<file path="src/hdl/kvt_pkg.sv">
// Package for the keyed table: sizes, operation and status codes, shared types.
// No dependencies; every other file of the table imports it.
package kvt_pkg;

  localparam int MaxEntries  = 64;
  localparam int PayloadBits = 64;

  localparam int OpW     = 3;
  localparam int KeyW    = 32;
  localparam int PayW    = 64;
  localparam int StatW   = 3;
  localparam int CapW    = 7;
  localparam int OutCntW = 7;
  localparam int CntW    = $clog2(MaxEntries + 1);
  localparam int ExtW    = (CntW > CapW) ? CntW : CapW;

  localparam logic [CapW-1:0] CapReset = CapW'(64);

  typedef enum logic [OpW-1:0] {
    OP_ADD    = 3'd0,
    OP_DELETE = 3'd1,
    OP_UPDATE = 3'd2,
    OP_GET    = 3'd3,
    OP_CLEAR  = 3'd4
  } kvt_op_e;

  typedef enum logic [StatW-1:0] {
    ST_OK      = 3'd0,
    ST_FULL    = 3'd1,
    ST_DUP     = 3'd2,
    ST_MISSING = 3'd3,
    ST_NEWKEY  = 3'd4
  } kvt_status_e;

  typedef enum logic {
    S_IDLE,
    S_EXEC
  } kvt_state_e;

  typedef logic [PayloadBits-1:0] kvt_pay_t;

  // per-cell command for the update cycle
  typedef struct packed {
    logic load;   // take write key and payload
    logic shift;  // take contents of the next cell up
  } kvt_cell_ctl_t;

  // bit i = OR of bits 0..i, log-depth
  function automatic logic [MaxEntries-1:0] prefix_or(input logic [MaxEntries-1:0] v);
    logic [MaxEntries-1:0] r;
    r = v;
    for (int s = 1; s < MaxEntries; s = s * 2) begin
      r = r | (r << s);
    end
    return r;
  endfunction

endpackage

</file>
<file path="src/hdl/kvt_cell.sv">
// One slot of the keyed table: key, payload and the registered compare results.
// Depends on kvt_pkg; takes the next cell's contents when the table compacts.
module kvt_cell (
  input  logic                   clk_i,
  input  logic                   rst_ni,
  input  logic                   cmp_en_i,
  input  logic                   occ_i,
  input  logic [kvt_pkg::KeyW-1:0] key_i,
  input  logic [kvt_pkg::KeyW-1:0] new_key_i,
  input  kvt_pkg::kvt_cell_ctl_t ctl_i,
  input  logic [kvt_pkg::KeyW-1:0] wr_key_i,
  input  kvt_pkg::kvt_pay_t      wr_pay_i,
  input  logic [kvt_pkg::KeyW-1:0] nbr_key_i,
  input  kvt_pkg::kvt_pay_t      nbr_pay_i,
  output logic [kvt_pkg::KeyW-1:0] key_o,
  output kvt_pkg::kvt_pay_t      pay_o,
  output logic                   match_k_o,
  output logic                   match_nk_o
);
  import kvt_pkg::*;

  logic [KeyW-1:0] key_q, key_d;
  kvt_pay_t        pay_q, pay_d;
  logic            mk_q, mk_d, mn_q, mn_d;

  always_comb begin
    key_d = key_q;
    pay_d = pay_q;
    if (ctl_i.load) begin
      key_d = wr_key_i;
      pay_d = wr_pay_i;
    end else if (ctl_i.shift) begin
      key_d = nbr_key_i;
      pay_d = nbr_pay_i;
    end
  end

  // compares run in the accept cycle, results held through the update cycle
  always_comb begin
    mk_d = mk_q;
    mn_d = mn_q;
    if (cmp_en_i) begin
      mk_d = occ_i && (key_q == key_i);
      mn_d = occ_i && (key_q == new_key_i);
    end
  end

  always_ff @(posedge clk_i) begin
    key_q <= key_d;
    pay_q <= pay_d;
  end

  always_ff @(posedge clk_i or negedge rst_ni) begin
    if (!rst_ni) begin
      mk_q <= 1'b0;
      mn_q <= 1'b0;
    end else begin
      mk_q <= mk_d;
      mn_q <= mn_d;
    end
  end

  assign key_o      = key_q;
  assign pay_o      = pay_q;
  assign match_k_o  = mk_q;
  assign match_nk_o = mn_q;

endmodule

</file>
<file path="config.mk">
export PLATFORM = sky130hd
export DESIGN_NAME = kvt_cell
export DESIGN_NICKNAME = d
export VERILOG_FILES = /design/src/hdl/kvt_pkg.sv /design/src/hdl/kvt_cell.sv
export SDC_FILE = /design/constraint.sdc
export NUM_CORES = 1
export LEC_CHECK = 0
export BUFFER_PORTS_ARGS = -buffer_cell sky130_fd_sc_hd__clkbuf_2
export CORE_AREA = 8 8 132 134
export CTS_BUF_LIST = sky130_fd_sc_hd__clkbuf_4
export CTS_CLUSTER_DIAMETER = 200
export CTS_CLUSTER_SIZE = 14
export DETAILED_ROUTE_END_ITERATION = 7
export DIE_AREA = 0 0 140 142
export PLACE_DENSITY = 0.68
export SYNTH_ARGS = -nofsm -noshare
export SYNTH_HDL_FRONTEND = slang
export SYNTH_SLANG_ARGS = --single-unit
</file>
<file path="constraint.sdc">
create_clock -name clk_i -period 1.25 [get_ports clk_i]
set_input_delay 0.25 -clock clk_i [delete_from_list [all_inputs] [get_ports clk_i]]
set_output_delay 0.25 -clock clk_i [all_outputs]
set_load 0.01 [all_outputs]
</file>
==> results.ini <==
[grt]
grt_pass1_vias=4806
leftover_overflow_at_the_end_of_global_routing=0
grt_pass1_wl_um=26800
antenna_found_initial=0
pin_count_of_the_biggest_net_entering_global_routing=45
grt.total_usage_pct=18.0

[setup_path]
cp-end-kind=flop
timing.setup.critical_path_class=flop to flop
data_required_time_of_the_critical_path_ns=1.61
path_max_fanout=3
critPathLaunchType=flop
ff_to_ff_path_depth=5
cp_data_arrival_time_ns=1.87

[finish]
flow.area_growth_from_synthesis_pct=57.0
multiInputGateArea_um2=1860
antenna-diode-count=0
fillers=1389
final-seq-area_um2=2930
design.final.nets=962
final_layout_size_suffix_gt1_share_pct=74.1
final-instance-count-excl-fill=896

[power]
p_leak_nw=3.53
worst_ir_drop_vdd_v=0.000501
tot_pwr_w=0.00787
power_density_normalized_to_cell_area_nw_per_um2=1040

[floorplan]
floorplan.die_area_um2=19900
initial_util_pct=31.1
design.portCount=360
num_rows=46
die_width_um=140
chipHeight_um=142
core-area_um2=15400

[outcome]
run_status=complete, but fails checks
failed_checks=negative setup slack

[cts]
cts_buffer_count=9
cts_tree=done
clockRootBuffer=sky130_fd_sc_hd__clkbuf_4
cts.htree.levels=3
clock_sink_count=98
worstSkewPairLatency_ns=0.46
cts-root-to-sink-buffers=2
cts.clk_slew.worst_paths_ns=0.16

[place]
dpl.cell_count=869
post-dp-hpwl_um=15700
number_of_buffer_cells_added_on_primary_ports=359
globalplace.congestion=0.871

[sta]
finalSetupViolations=47
final_max_slew_viol_count=0
fin_worst_skew_ns=0.0201
rsz0062_at_grt=true
timing.fmax_mhz=661
hold_viol=0
max_slew.worst_pin.slew_ns=0.317
finalWorstSetupSlack_ns=-0.263
max-slew-margin-rel_pct=78.7
final.period_utilization_pct=121
period_minus_slack_ns=1.51

[synthesis]
ys_seq_area_share_pct=61.1
synth.net_count=558
postSynthAreaPerCell_um2=16.2
post_synth_top_cells=sky130_fd_sc_hd__edfxtp_1, sky130_fd_sc_hd__mux2_2, sky130_fd_sc_hd__xor2_1
synth_async_sr_flop_share_pct=2.04
synth_cells=296
post_synthesis_cell_area_um2=4800
flip_flop_and_latch_count_after_synthesis=98
synth_top_area_share_pct=60.0
netlist.top_cell.by_area=sky130_fd_sc_hd__edfxtp_1
number_of_flops_mapped_to_enable_cells_by_yosys=96
yosysWarnings=0
netlist_top_cells_area=sky130_fd_sc_hd__edfxtp_1, sky130_fd_sc_hd__mux2_2, sky130_fd_sc_hd__xor2_1
synth_ff_type=sky130_fd_sc_hd__edfxtp_1
ys_types=14

[drt]
number_of_detailed_routing_iterations_run_before_antenna_repair=4
drcViolationCount=0
vias=4115
antenna_left=0
route.detailed.wl_per_inst_um=20.7
detail_route.vias_per_cell=4.59
routed_wirelength_um=18600
detail_route.iter0.violations=109

[min_path]
min-delay-path-class=input pin to flop
whs_path_depth=3

[job]
max_cap_viol_count=0

-- sequential cells by signal (all words and copies together), names as in the netlist --
| register | cells |
|---|---|
| match_nk_o | 1 |
| pay_o | 64 |
| match_k_o | 1 |
| key_o | 32 |
-- path summary, 6_finish.rpt --
kind                            from          to  slack (ns)
setup / recovery           key_o[26]   match_k_o       -0.26
hold reg to reg            match_k_o   match_k_o        0.58
min in group asynchronous     rst_ni  match_nk_o        0.13
max in group asynchronous     rst_ni   match_k_o        1.02
setup reg to reg           key_o[26]   match_k_o       -0.26
hold / removal                 occ_i  match_nk_o        0.08
-- layer usage --
| layer | vias to the layer above | track usage (%) | routed length (um) |
|---|---|---|---|
| li1 | 1932 | - | - |
| met2 | 216 | 33.3 | 9960 |
| met5 | - | 0 | 0 |
| met1 | 1945 | 16.7 | 6210 |
| met3 | 22 | 9.23 | 2070 |
| met4 | 0 | 6.57 | 325 |
-- placed cells by master, fill, tap and decap left out, types with 2 or more instances in the layout --
| master | n |
|---|---|
| sky130_fd_sc_hd__nand3_1 | 2 |
| sky130_fd_sc_hd__nand2b_1 | 2 |
| sky130_fd_sc_hd__clkinv_1 | 2 |
| sky130_fd_sc_hd__buf_12 | 4 |
| sky130_fd_sc_hd__clkbuf_4 | 10 |
| sky130_fd_sc_hd__buf_2 | 7 |
| sky130_fd_sc_hd__dfrtp_1 | 2 |
| sky130_fd_sc_hd__xnor2_1 | 2 |
| sky130_fd_sc_hd__xor2_1 | 62 |
| sky130_fd_sc_hd__clkbuf_2 | 328 |
| sky130_fd_sc_hd__nor4_2 | 7 |
| sky130_fd_sc_hd__inv_6 | 2 |
| sky130_fd_sc_hd__nand4_1 | 4 |
| sky130_fd_sc_hd__nor4_1 | 7 |
| sky130_fd_sc_hd__buf_6 | 39 |
| sky130_fd_sc_hd__edfxtp_1 | 96 |
| sky130_fd_sc_hd__buf_4 | 24 |
| sky130_fd_sc_hd__mux2_2 | 96 |
-- cells by family (layout without fill, tap and decap cells) --
group                     count (synthesis)  in the layout  synth area share (%)
xor gates and xnor gates                 64             64                  11.7
muxes                                    96             96                  22.5
and+or+nand+nor                          25             25                  3.15
DFF                                      98             98                  61.1
AOI/OAI and AO/OA                         2              2                 0.312
buffers and inverters                    11            419                  1.30
-- power breakdown --
| part | switching, W | total [W] | leakage, nW | internal (W) |
|---|---|---|---|---|
| clock | 0.00109 | 0.00151 | 0.0621 | 0.000422 |
| sequential | 0.000188 | 0.00421 | 1.01 | 0.00402 |
| combinational | 0.000961 | 0.00215 | 2.46 | 0.00119 |
-- critical path, stage by stage (launching register included) --
cell and delay (ns):
sky130_fd_sc_hd__edfxtp_1 0.48, sky130_fd_sc_hd__xor2_1 0.19, sky130_fd_sc_hd__nor4_1 0.25, sky130_fd_sc_hd__buf_4 0.17, sky130_fd_sc_hd__nand3_1 0.07, sky130_fd_sc_hd__o31ai_1 0.25
-- through the flow --
| step | TNS (ns) | util, % | hold slack (ns) | cell area (um2) | worst slack [ns] |
|---|---|---|---|---|---|
| after global routing | -12.26 | 48.9 | 0.0280 | 7540 | -0.345 |
| final | -5.01 | 48.9 | 0.0753 | 7540 | -0.263 |
| after floorplan | -48.06 | - | -0.0456 | 4830 | -0.500 |
| after CTS | -10.64 | 47.4 | 0.00542 | 7310 | -0.332 |
| after global placement | -5.24 | 45.9 | 0.0452 | 7080 | -0.379 |
| after detailed placement | -5.57 | 45.9 | 0.0512 | 7080 | -0.376 |
-- area by class of cell --
type | instances | share of cell area (%)
multi-input combinational | 187 | 24.7
sequential | 98 | 38.9
clock buffer | 10 | 0.995
timing repair buffer | 404 | 31.8
clock inverter | 5 | 0.398
tap | 192 | 3.18
-- timing repair --
item | 4_1_cts | 5_1_grt
endpoints found under the hold margin | 2 | 0
hold buffers | 1 | 0
resized for setup | 14 | 70
pin swaps | 6 | 8
setup buffers | 6 | 5
gates cloned | 0 | 0
endpoints found under the setup margin | 100 | 100
(Power assumes the default switching activity.)
